## config.mk

```make
export PLATFORM = sky130hd
export DESIGN_NAME = interleaved_bitplane_to_chunky
export DESIGN_NICKNAME = d
export VERILOG_FILES = /design/src/ibtc_pkg.sv /design/src/interleaved_bitplane_to_chunky.sv
export SDC_FILE = /design/constraint.sdc
export NUM_CORES = 1
export LEC_CHECK = 0
export BUFFER_PORTS_ARGS = -buffer_cell sky130_fd_sc_hd__buf_4
export CELL_PAD_IN_SITES_DETAIL_PLACEMENT = 0
export CELL_PAD_IN_SITES_GLOBAL_PLACEMENT = 1
export CORE_MARGIN = 4
export CORE_UTILIZATION = 40
export CTS_CLUSTER_SIZE = 14
export DETAILED_ROUTE_END_ITERATION = 10
export PLACE_DENSITY = 0.73
export SLEW_MARGIN = 20
export SYNTH_ARGS = -nofsm -noshare
export SYNTH_HDL_FRONTEND = slang
export SYNTH_SLANG_ARGS = --single-unit
```

## constraint.sdc

```tcl
create_clock -name i_clk -period 9.55 [get_ports i_clk]
set_input_delay 0.4775 -clock i_clk [delete_from_list [all_inputs] [get_ports i_clk]]
set_output_delay 0.4775 -clock i_clk [all_outputs]
set_load 0.02 [all_outputs]
```

## src/ibtc_pkg.sv

```systemverilog
// Shared constants and types for the interleaved bitplane to chunky converter.
package ibtc_pkg;

    localparam int MAX_PLANES_DEF = 4;    // default plane buffer depth
    localparam int WORD_W         = 16;   // bits in one memory word, one per pixel
    localparam int PIX_W          = 4;    // bits of one pixel index
    localparam int PIX_LAST       = 15;   // position of the last pixel of a group
    localparam int PLANES_CFG_W   = 3;
    localparam int ROW_CFG_W      = 10;
    localparam int CFG_ADDR_W     = 1;
    localparam int CFG_DATA_W     = 10;
    localparam int PLANES_EFF_W   = 4;    // holds an effective plane count up to 8
    localparam int ROW_EFF_W      = 11;   // holds an effective row length up to 1024
    localparam int OUT_DATA_W     = 8;    // pixel index padded to a whole byte

    localparam logic [CFG_ADDR_W-1:0] CFG_PLANES_IN_USE = 1'd0;
    localparam logic [CFG_ADDR_W-1:0] CFG_LINE_WORDS    = 1'd1;

    localparam logic [PLANES_CFG_W-1:0] PLANES_RESET = 3'd4;
    localparam logic [ROW_CFG_W-1:0]    LINE_RESET   = 10'd80;

    typedef logic [PIX_W-1:0] t_pix;
    typedef t_pix t_group [WORD_W];

endpackage

```

## src/interleaved_bitplane_to_chunky.sv

```systemverilog
// Interleaved bitplane words in, 16 chunky pixel indices per plane group out.
//
//  channel   dir  transaction                 payload
//  s_axis    in   one 16-bit plane word       tdata[15:0] plane_word
//  m_axis    out  one pixel of a group        tdata[3:0] pixel_index, tlast last_of_group
//  cfg       in   register write, no wait     addr 0 planes_in_use, 1 line_words
//
// Plane words are taken whenever s_axis_tready is high. A completed group is held in a
// one-group pending register and then shifted out, one pixel per cycle while m_axis_tready
// is high, so new plane words are taken while a group is still shifting out. The input
// stalls only on a word that completes a group while the pending register is still full.
// Reset (synchronous, active low) clears the counters, the flags, both valid bits and the
// registers to 4 planes and 80 words.
module interleaved_bitplane_to_chunky #(
    parameter int MAX_PLANES = ibtc_pkg::MAX_PLANES_DEF
) (
    input  logic                             i_clk,
    input  logic                             i_rst_n,
    input  logic                             s_axis_tvalid,
    output logic                             s_axis_tready,
    input  logic [ibtc_pkg::WORD_W-1:0]      s_axis_tdata,   // [15:0] plane_word
    output logic                             m_axis_tvalid,
    input  logic                             m_axis_tready,
    output logic [ibtc_pkg::OUT_DATA_W-1:0]  m_axis_tdata,   // [3:0] pixel_index, [7:4] zero
    output logic                             m_axis_tlast,   // last_of_group
    input  logic                             i_cfg_we,
    input  logic [ibtc_pkg::CFG_ADDR_W-1:0]  i_cfg_addr,
    input  logic [ibtc_pkg::CFG_DATA_W-1:0]  i_cfg_wdata
);

    localparam int WG_W  = $clog2(MAX_PLANES + 1);
    localparam int PE_W  = ibtc_pkg::PLANES_EFF_W;
    localparam int RE_W  = ibtc_pkg::ROW_EFF_W;
    localparam int CNT_W = $clog2(ibtc_pkg::PIX_LAST + 1);

    // configuration registers
    logic [ibtc_pkg::PLANES_CFG_W-1:0] r_planes_cfg;
    logic [ibtc_pkg::ROW_CFG_W-1:0]    r_line_cfg;

    // group collection state
    logic [ibtc_pkg::WORD_W-1:0] r_buf [MAX_PLANES];
    logic [WG_W-1:0]             r_wig, n_wig;
    logic [ibtc_pkg::ROW_CFG_W-1:0] r_wir, n_wir;
    logic                        r_disc, n_disc;

    // pending group and pixel shifter
    ibtc_pkg::t_group r_pend, n_pend, r_emit;
    logic             r_pend_v, n_pend_v;
    logic             r_out_v;
    logic [CNT_W-1:0] r_cnt;

    logic [PE_W-1:0] planes_eff;
    logic [RE_W-1:0] row_eff;
    logic [RE_W-1:0] remaining;
    logic [PE_W-1:0] wig_next;
    logic            start_disc;
    logic            complete;
    logic            in_fire, out_fire, emit_free, load_emit;

    // --- configuration ---
    always_ff @(posedge i_clk) begin
        if (!i_rst_n) begin
            r_planes_cfg <= ibtc_pkg::PLANES_RESET;
            r_line_cfg   <= ibtc_pkg::LINE_RESET;
        end else if (i_cfg_we) begin
            case (i_cfg_addr)
                ibtc_pkg::CFG_PLANES_IN_USE:
                    r_planes_cfg <= i_cfg_wdata[ibtc_pkg::PLANES_CFG_W-1:0];
                ibtc_pkg::CFG_LINE_WORDS:
                    r_line_cfg   <= i_cfg_wdata[ibtc_pkg::ROW_CFG_W-1:0];
                default: ;
            endcase
        end
    end

    // Zero planes act as one; clamp the count to the buffer depth.
    // Zero row length acts as a full 1024-word row.
    always_comb begin
        planes_eff = PE_W'(r_planes_cfg);
        if (planes_eff == '0)
            planes_eff = PE_W'(1);
        if (planes_eff > PE_W'(MAX_PLANES))
            planes_eff = PE_W'(MAX_PLANES);
        row_eff = (r_line_cfg == '0) ? RE_W'(1024) : RE_W'(r_line_cfg);
    end

    // --- per-word control ---
    always_comb begin
        remaining  = (RE_W'(r_wir) < row_eff) ? row_eff - RE_W'(r_wir) : '0;
        start_disc = (r_wig == '0) && !r_disc && (remaining < RE_W'(planes_eff));
        wig_next   = PE_W'(r_wig) + PE_W'(1);
        complete   = !(r_disc || start_disc) && (wig_next >= planes_eff);
    end

    // Stall only a group-completing word while the pending group is still held.
    assign s_axis_tready = !(r_pend_v && complete);
    assign in_fire       = s_axis_tvalid && s_axis_tready;

    always_comb begin
        n_disc = r_disc || start_disc;
        n_wig  = r_wig;
        if (!n_disc)
            n_wig = complete ? '0 : WG_W'(wig_next);
        n_wir = r_wir + 1'b1;
        // row end: restart the row, drop any partial group
        if ((RE_W'(r_wir) + RE_W'(1)) >= row_eff) begin
            n_wir  = '0;
            n_wig  = '0;
            n_disc = 1'b0;
        end
    end

    // Build all 16 pixels from the buffered planes plus the arriving word.
    always_comb begin
        for (int p = 0; p < ibtc_pkg::WORD_W; p++) begin
            n_pend[p] = '0;
            for (int k = 0; k < MAX_PLANES; k++) begin
                if (k < ibtc_pkg::PIX_W && PE_W'(k) < planes_eff) begin
                    if (r_wig == WG_W'(k))
                        n_pend[p][k % ibtc_pkg::PIX_W] =
                            s_axis_tdata[ibtc_pkg::PIX_LAST - p];
                    else
                        n_pend[p][k % ibtc_pkg::PIX_W] =
                            r_buf[k][ibtc_pkg::PIX_LAST - p];
                end
            end
        end
    end

    // Store the word in its plane slot.
    always_ff @(posedge i_clk) begin
        for (int k = 0; k < MAX_PLANES; k++) begin
            if (in_fire && !(r_disc || start_disc) && r_wig == WG_W'(k))
                r_buf[k] <= s_axis_tdata;
        end
    end

    always_ff @(posedge i_clk) begin
        if (!i_rst_n) begin
            r_wig  <= '0;
            r_wir  <= '0;
            r_disc <= 1'b0;
        end else if (in_fire) begin
            r_wig  <= n_wig;
            r_wir  <= n_wir;
            r_disc <= n_disc;
        end
    end

    // --- pending group and pixel shifter ---
    assign out_fire  = r_out_v && m_axis_tready;
    assign emit_free = !r_out_v || (out_fire && r_cnt == CNT_W'(ibtc_pkg::PIX_LAST));
    assign load_emit = emit_free && r_pend_v;
    assign n_pend_v  = (r_pend_v && !load_emit) || (in_fire && complete);

    always_ff @(posedge i_clk) begin
        if (in_fire && complete)
            r_pend <= n_pend;
    end

    always_ff @(posedge i_clk) begin
        if (!i_rst_n) begin
            r_pend_v <= 1'b0;
            r_out_v  <= 1'b0;
            r_cnt    <= '0;
        end else begin
            r_pend_v <= n_pend_v;
            if (load_emit) begin
                r_out_v <= 1'b1;
                r_cnt   <= '0;
            end else if (emit_free) begin
                r_out_v <= 1'b0;
            end else if (out_fire) begin
                r_cnt <= r_cnt + 1'b1;
            end
        end
    end

    // Advance the shifter: pixel 0 sits at the head.
    always_ff @(posedge i_clk) begin
        if (load_emit) begin
            r_emit <= r_pend;
        end else if (out_fire) begin
            for (int p = 0; p < ibtc_pkg::PIX_LAST; p++)
                r_emit[p] <= r_emit[p + 1];
        end
    end

    assign m_axis_tvalid = r_out_v;
    assign m_axis_tdata  = ibtc_pkg::OUT_DATA_W'(r_emit[0]);
    assign m_axis_tlast  = (r_cnt == CNT_W'(ibtc_pkg::PIX_LAST));

    // --- assertions ---
    a_no_pend_overwrite: assert property (@(posedge i_clk) disable iff (!i_rst_n)
        (in_fire && complete) |-> !r_pend_v)
        else $error("pending group overwritten");

    a_disc_at_group_start: assert property (@(posedge i_clk) disable iff (!i_rst_n)
        r_disc |-> (r_wig == '0))
        else $error("discarding inside a group");

    a_wig_in_range: assert property (@(posedge i_clk) disable iff (!i_rst_n)
        (r_wig < WG_W'(MAX_PLANES)))
        else $error("group word count beyond buffer");

    a_idle_after_last: assert property (@(posedge i_clk) disable iff (!i_rst_n)
        (out_fire && m_axis_tlast && !r_pend_v) |=> !m_axis_tvalid)
        else $error("output valid without a group");

endmodule

```

==> results of run 1 <==
cell usage in the layout (no fill, tap or decap), drive strengths merged, types with 13 or more instances in the layout:
cell type  count
xnor2         13
a21oi         27
clkbuf        32
dfxtp         97
edfxtp       128
o21ai         19
nor2          25
mux2i         51
ha            27
mux2         140
nand2        140
buf           44
inv           30
Yosys cell counts (10+ instances only):
cell type,instances
nand3_1,11
o21ai_0,17
nand2_1,140
xnor2_1,13
edfxtp_1,128
mux2_4,50
ha_1,27
buf_4,13
nor2b_1,10
a21oi_1,26
mux2i_1,51
clkbuf_1,28
mux2_2,90
dfxtp_1,97
nor3_1,11
inv_1,30
nor2_1,24
final cells by class:
| cell class | count | area [um^2] | share of cell area [%] |
|---|---|---|---|
| well taps | 341 | 427 | 3.50 |
| repair buffers | 44 | 330 | 2.71 |
| clock inverters | 12 | 91.3 | 0.749 |
| inverters | 31 | 116 | 0.954 |
| multi-input cells | 590 | 4790 | 39.3 |
| flip-flops and latches | 225 | 5790 | 47.5 |
| clock buffers | 32 | 651 | 5.33 |
registers in the layout (all words and copies together), names as in the netlist:
name	count
r_wir	10
m_axis_tdata	4
r_pend_v	1
r_pend	64
r_buf	64
r_line_cfg	10
r_wig	3
r_cnt	4
r_emit	60
r_disc	1
m_axis_tvalid	1
r_planes_cfg	3
critical path, stage by stage (launching register included):
cell	delay, ns
dfxtp_1	0.37
inv_1	0.10
ha_1	0.31
nand2b_1	0.12
a311o_1	0.42
a32oi_2	0.28
a31oi_1	0.12
o211a_2	0.36
nor2b_1	0.15
ha_1	0.22
o21ai_0	0.10
and2_1	0.22
nor2_4	0.40
o211ai_1	0.21
inv_2	0.09
buf_4	0.71
cell families (layout without fill, tap and decap cells):
kind of cell | Yosys count | count (layout) | share of synthesized area (%)
AND/OR/NAND/NOR | 241 | 241 | 10.1
flip-flops | 225 | 225 | 52.7
multiplexers | 191 | 191 | 20.7
AO/OA/AOI/OAI | 108 | 108 | 7.73
buffers and inverters | 83 | 119 | 3.90
adder cells (fa/ha/maj) | 29 | 29 | 3.35
XOR/XNOR | 17 | 17 | 1.36
other | 1 | 4 | 0.0342
per-layer routing:
layer	track usage (%)	vias up	part of all wire (%)
met4	3.46	0	1.9
met3	1.83	25	3.2
met1	19.3	3274	48
met2	24.3	87	47
met5	0	-	0
li1	-	3282	-
report_power, final:
group / leakage, nW / internal, mW / switching (mW)
logic: 2.36 / 0.340 / 0.264
registers: 1.97 / 1.24 / 0.0805
clock network: 0.368 / 0.506 / 0.370
total: 4.69 / 2.08 / 0.714
per-stage QoR:
stage | area (um^2) | power, mW | utilization (%)
2_1_floorplan | 11000 | 1.84 | -
3_3_place_gp | 11400 | 1.93 | 42.5
3_5_place_dp | 11400 | 1.95 | 42.5
4_1_cts | 12200 | 2.83 | 45.2
5_1_grt | 12200 | 2.95 | 45.3
6_report | 12200 | 2.80 | 45.3
worst max path at each step:
stage	cells after the start	start	to	slack, ns
6_report	15	r_wir[1]$_SDFFE_PN0N_	r_pend[4]$_SDFFCE_PP0P_	4.96
5_1_grt	15	r_wir[1]$_SDFFE_PN0N_	r_pend[36]$_SDFFCE_PP0P_	4.62
4_1_cts	14	r_wir[1]$_SDFFE_PN0N_	r_buf[2][15]$_DFF_P_	4.77
3_5_place_dp	14	r_wir[1]$_SDFFE_PN0N_	r_buf[2][15]$_DFF_P_	4.78
3_3_place_gp	10	r_planes_cfg[2]$_SDFFE_PN1P_	r_buf[2][15]$_DFF_P_	4.82
2_1_floorplan	1	m_axis_tvalid$_SDFFE_PN0P_	m_axis_tdata[0]$_DFFE_PP_	4.33
==> flow_summary.ini, run 1 <==
[detailed_routing]
drc_errors = 0
firstDrtPassIters = 5
dr.first_iter.drc_count = 401
via_per_inst = 5.23
wl_per_cell_um = 17.1
wl_um = 21700
ant_nets = 0
vias = 6668

[sta]
postLayoutSetupSlackWorst_ns = 4.96
post-route-period-util_pct = 48.0
finalHoldViolCount = 0
rsz0062_at_grt = false
final_max_slew_viol_count = 0
finClkSkew_ns = 0.0164
slew_headroom_pct = 31.3
setup_viol_count_final = 0
worst_pin_slew_ns = 1.03
fmax_mhz = 218
min_period_ns = 4.59
tns_ns = 0
whs_ns = 0.190

[clock_network]
cts-resized-gates = 0
clockRootBuffer = clkbuf_16
post_cts_buffers = 0
htree_levels = 1
cts_buffers = 24
clkSinkCount = 225
cts_tree = yes
postCtsHoldBufs = 0
clock_latency_ns = 0.52
cts_buffer_depth = 3
clkSlewWorstSetupHoldPaths_ns = 0.06

[logic_synthesis]
synth.yosys.seq_area_share_pct = 52.7
ys_types = 72
yosys-top-cells-area = edfxtp_1 (35%), dfxtp_1 (18%), mux2_2 (9.2%), mux2_4 (6.8%), nand2_1 (4.8%)
synth_cells = 895
ys.flop_type = edfxtp_1
ys_warn_count = 0
syn_area_mm2 = 0.0110
synth_edf_count = 128
postSynthAreaPerCell_um2 = 12.3
synth_top_area_cell = edfxtp_1
ys_seq_elements = 225
async_flop_share_pct = 0
synth_top_area_share_pct = 35.0

[critical_path]
crit_type = flip-flop to flip-flop
worstSetupStartpointType = flip-flop
required_ns = 9.68
r2r_slack_ns = 4.96
critPathMaxFanout = 64
r2r_cells = 15
reg2reg_to = r_pend[4]$_SDFFCE_PP0P_
r2r-start = r_wir[1]$_SDFFE_PN0N_
end_kind = flip-flop
cp.arrival_ns = 4.72

[floorplanning]
io_pins = 43
die_w_um = 174
start_util_pct = 40.7
num_rows = 60
die_area_mm2 = 0.0301
die-height_um = 174
core-area_mm2 = 0.0270

[worst_hold_path]
hold_path.startpoint = i_cfg_wdata[6]
holdPathEnd = r_line_cfg[6]$_SDFFE_PN1P_
hold_class = primary input to flip-flop
hold_depth = 3

[placed_design]
gp_congestion = 0.799
port_buffers = 38
place_inst = 1231
hpwl_um = 13700
place_ws_ns = 4.78

[global_routing]
first_global_vias = 6682
grt-ovfl-total = 0
antenna_found_initial = 0
track_usage_pct = 14.2
grt_pass1_wl_um = 35500
grt_max_degree = 65

[cells_and_area]
drive_above_1_share_pct = 26.1
fin_nets = 976
finalNonFillerCells = 1275
n_fill_cell = 2454
antenna_cells = 0
area_growth_pct = 11.2

[power_and_ir_drop]
pwr_density_cell_mw_per_mm2 = 229
leakage_nw = 4.69
peakVddDrop_uv = 129

[run_status]
status = finished clean

[flow_run]
max-cap-violations = 0
(Power assumes the default switching activity.)
==> inputs of run 2 (changes only) <==
Clock period 9.55 ns to 4.8 ns, I/O delays scaled along.
==> flow_summary.ini, run 2 (same netlist as run 1, synthesis figures left out) <==
[run_status]
status = finished clean

[detailed_routing]
vias = 6831
ant_nets = 0
firstDrtPassIters = 5
dr.first_iter.drc_count = 486
wl_per_cell_um = 17.5
wl_um = 22600
drc_errors = 0
via_per_inst = 5.29

[placed_design]
hpwl_um = 14300
port_buffers = 38
gp_congestion = 0.832
place_ws_ns = 0.432

[clock_network]
clock_latency_ns = 0.52
post_cts_buffers = 0
clkSlewWorstSetupHoldPaths_ns = 0.06
clkSinkCount = 225
cts_buffer_depth = 3
htree_levels = 1
cts_buffers = 24
clockRootBuffer = clkbuf_16
cts_tree = yes

[floorplanning]
num_rows = 60
die_area_mm2 = 0.0301
io_pins = 43
die_w_um = 174
core-area_mm2 = 0.0270
start_util_pct = 40.7
die-height_um = 174

[sta]
worst_pin_slew_ns = 0.989
min_period_ns = 4.36
postLayoutSetupSlackWorst_ns = 0.444
final_max_slew_viol_count = 0
tns_ns = 0
rsz0062_at_grt = false
slew_headroom_pct = 33.9
post-route-period-util_pct = 90.7
fmax_mhz = 230
setup_viol_count_final = 0
finalHoldViolCount = 0
finClkSkew_ns = 0.0123

[worst_hold_path]
hold_class = primary input to flip-flop
hold_path.startpoint = i_rst_n

[cells_and_area]
antenna_cells = 0
final_common_cell = nand2_1
fin_nets = 994
drive_above_1_share_pct = 26.6
area_growth_pct = 14.3
reg_top3 = r_buf x64, r_pend x64, r_emit x60
final_cell_mix = nand2_1 (140), edfxtp_1 (128), dfxtp_1 (97), mux2_2 (90), mux2i_1 (51)
n_fill_cell = 2425

[global_routing]
grt_pass1_wl_um = 36600
grt_max_degree = 65
first_global_vias = 6730
antenna_found_initial = 0
grt-ovfl-total = 0
track_usage_pct = 14.7

[critical_path]
crit_type = flip-flop to flip-flop
critPathMaxFanout = 14
cp.arrival_ns = 4.72
r2r-start = r_wir[1]$_SDFFE_PN0N_
worstSetupStartpoint = r_wir[1]$_SDFFE_PN0N_
worstSetupStartpointType = flip-flop
required_ns = 5.17
end_kind = flip-flop

[power_and_ir_drop]
power_mw = 5.93
leakage_nw = 4.84
pwr_density_cell_mw_per_mm2 = 473
peakVddDrop_uv = 235

[flow_run]
max-cap-violations = 0
[run 2: path summary, 6_finish.rpt]
path | to | slack [ns] | cells after the start
worst min register to register | r_emit[2]$_DFFE_PP_ | 0.41 | 0
worst min-delay path | r_planes_cfg[2]$_SDFFE_PN1P_ | 0.03 | 2
worst max register to register | r_pend[34]$_SDFFCE_PP0P_ | 0.44 | 15
worst max-delay path | r_pend[34]$_SDFFCE_PP0P_ | 0.44 | 15
[run 2: per-stage QoR]
| stage | utilization (%) | hold slack, ns | area (um^2) | std cells |
|---|---|---|---|---|
| finish | 46.5 | 0.0349 | 12500 | 1292 |
| CTS | 46.5 | 0.00813 | 12500 | 1292 |
| global route | 46.5 | 0.0458 | 12500 | 1292 |
| floorplan | - | 0.376 | 11000 | 898 |
| detailed placement | 42.8 | 0.408 | 11500 | 1239 |
| global placement | 42.8 | 0.404 | 11500 | 1239 |
[run 2: critical path, cell delays in order, from the launching register on]
cell	delay, ns
dfxtp_1	0.36
inv_1	0.09
ha_1	0.32
nand2b_1	0.13
a311o_1	0.43
a32oi_2	0.28
a31oi_1	0.12
o211a_2	0.35
nor2b_1	0.14
ha_1	0.21
o21ai_0	0.09
and2_1	0.22
nor2_4	0.41
o2111a_1	0.52
buf_4	0.32
mux2i_1	0.21
[run 2: final cells by class]
cell class	count	area (um^2)	area share (%)
Timing Repair Buffer	62	515	4.11
Multi-Input combinational cell	590	4790	38.2
Clock buffer	32	681	5.43
Sequential cell	225	5790	46.2
Inverter	31	120	0.958
Tap cell	341	427	3.40
Clock inverter	11	216	1.73
[run 2: report_power, final]
part           leakage, nW  switching, mW  internal, mW  total (mW)
Combinational         2.44          0.535         0.695        1.23
Clock                0.434          0.765          1.32        2.08
Sequential            1.97          0.158          2.46        2.62
[run 2: timing repair]
item | CTS | global route
gates resized for setup | 0 | 0
hold buffers | 10 | 0
endpoints found under the hold margin | 13 | 0
[run 2: metal layers]
layer  global-route usage, %  share of wire, %  vias to the layer above
met5                       0                 0                        -
met4                    3.76               1.7                        0
met3                    2.51               4.6                       35
met2                    23.9                45                      135
met1                    20.4                48                     3346
li1                        -                 -                     3315
==> inputs of run 3 (changes only) <==
--- a/config.mk
+++ b/config.mk
@@ -14,3 +14,3 @@
 export DETAILED_ROUTE_END_ITERATION = 10
-export PLACE_DENSITY = 0.73
+export PLACE_DENSITY = 0.66
 export SLEW_MARGIN = 20
==> constraint.sdc (replaced) <==
create_clock -name i_clk -period 4.8 [get_ports i_clk]
set_input_delay 0.72 -clock i_clk [delete_from_list [all_inputs] [get_ports i_clk]]
set_output_delay 0.72 -clock i_clk [all_outputs]
set_load 0.02 [all_outputs]
==> flow_summary.ini, run 3 (same netlist as run 1, synthesis figures left out) <==
[floorplanning]
die-height_um = 174
die_area_mm2 = 0.0301
die_w_um = 174
num_rows = 60
io_pins = 43
start_util_pct = 40.7
core-area_mm2 = 0.0270

[sta]
tns_ns = 0
rsz0062_at_grt = false
finClkSkew_ns = 0.0136
min_period_ns = 4.42
post-route-period-util_pct = 92.0
fmax_mhz = 226
slew_headroom_pct = 34.5
worst_pin_slew_ns = 0.980
final_max_slew_viol_count = 0
whs_ns = 0.413
finalHoldViolCount = 0
setup_viol_count_final = 0

[cells_and_area]
n_fill_cell = 2425
final_cell_mix = nand2_1 (140), edfxtp_1 (128), dfxtp_1 (97), mux2_2 (90)
reg_top3 = r_buf x64, r_pend x64, r_emit x60
stdcell_area_mm2 = 0.0123
fin_nets = 987
multi_input_area_mm2 = 0.00479
final_util_pct = 45.7
final_common_cell = nand2_1
drive_above_1_share_pct = 26.4
antenna_cells = 0
final-seq-area_mm2 = 0.00579
area_growth_pct = 12.4

[global_routing]
antenna_found_initial = 0
track_usage_pct = 14.8
first_global_vias = 6667
grt-ovfl-total = 0
grt_max_degree = 65
grt_pass1_wl_um = 36600

[power_and_ir_drop]
pwr_density_cell_mw_per_mm2 = 459
power_frac_seq_pct = 46.3
p_clk_share_pct = 31.8
leakage_nw = 4.75
peakVddDrop_uv = 239
power_switching_mw = 1.45
p_sw_share_pct = 25.6
pwr-share-comb_pct = 21.9
p_int_mw = 4.21

[clock_network]
clockRootBuffer = clkbuf_16
clock_latency_ns = 0.53
htree_levels = 1
postCtsHoldBufs = 0
clkSlewWorstSetupHoldPaths_ns = 0.06
cts_buffer_depth = 3
cts_buffers = 25
cts_tree = yes
clkSinkCount = 225

[run_status]
status = finished clean

[placed_design]
gp_congestion = 0.820
port_buffers = 38
hpwl_um = 14400
place_area_mm2 = 0.0115

[critical_path]
required_ns = 4.08
cp.arrival_ns = 3.70
crit_type = flip-flop to output port
end_kind = output port
worstSetupStartpointType = flip-flop
r2r_cells = 17
critPathMaxFanout = 10

[worst_hold_path]
hold_depth = 3
hold_class = primary input to flip-flop

[flow_run]
max-cap-violations = 0

[detailed_routing]
via_per_inst = 5.18
wl_per_cell_um = 17.5
wl_um = 22500
firstDrtPassIters = 5
ant_nets = 0
drc_errors = 0
vias = 6665
dr.first_iter.drc_count = 361
==> run 3: cell count changes in the layout (fill, tap and decap cells not counted), moves of 2 or more <==
cell / change
clkbuf_1: +11
clkbuf_8: -4
clkinv_2: +2
bufinv_16: -5
dlygate4sd3_1: -10
clkinv_1: -2
==> run 3: stage by stage <==
stage | total power, mW | instances | setup WS (ns)
detailed placement | 3.89 | 1238 | 0.532
CTS | 5.73 | 1285 | 0.242
floorplan | 3.66 | 898 | 0.231
global placement | 3.86 | 1238 | 0.597
finish | 5.66 | 1287 | 0.383
global route | 5.98 | 1287 | 0.0470
==> run 3: path summary, 6_finish.rpt <==
path	start	endpoint	slack, ns
worst max-delay path	r_wir[0]$_SDFFE_PN0N_	s_axis_tready	0.38
worst min-delay path	i_cfg_wdata[6]	r_line_cfg[6]$_SDFFE_PN1P_	0.41
worst max register to register	r_wir[1]$_SDFFE_PN0N_	r_pend[60]$_SDFFCE_PP0P_	0.63
worst min register to register	r_pend[2]$_SDFFCE_PP0P_	r_emit[2]$_DFFE_PP_	0.42
==> run 3: layer usage <==
layer | wire, um | vias up | track usage [%]
met5 | 0 | - | 0
met4 | 375 | 0 | 3.40
met3 | 805 | 27 | 2.05
met2 | 10000 | 99 | 23.7
met1 | 11300 | 3242 | 21.3
li1 | - | 3297 | -
==> run 3: critical path, stage by stage, from the launching register on <==
cell,delay [ns]
dfxtp_1,0.43
ha_1,0.23
inv_1,0.06
fa_1,0.46
nor2b_1,0.18
nor4_2,0.09
o31ai_1,0.32
a31oi_1,0.16
a211oi_2,0.25
xor2_1,0.18
a21oi_4,0.47
o21ai_0,0.15
buf_4,0.18
==> run 3: cell type report <==
| type | instances | share of cell area [%] |
|---|---|---|
| Clock inverter | 6 | 0.578 |
| Multi-Input combinational cell | 590 | 38.9 |
| Tap cell | 341 | 3.46 |
| Clock buffer | 40 | 5.61 |
| Sequential cell | 225 | 46.9 |
| Inverter | 31 | 0.974 |
| Timing Repair Buffer | 54 | 3.59 |
==> run 3: power groups by stage <==
stage               Clock, mW  Combinational, mW  Sequential, mW
floorplan                   0               1.04            2.62
global placement            0               1.21            2.65
detailed placement          0               1.23            2.66
global route             1.95               1.37            2.66
finish                   1.80               1.24            2.62
CTS                      1.86               1.25            2.62
==> run 3: repair_timing <==
action / CTS / global route
setup endpoints to repair: 1 / 1
buffers inserted: 1 / 2
cloned: 0 / 0
resized for setup: 0 / 1
pin swaps: 1 / 1
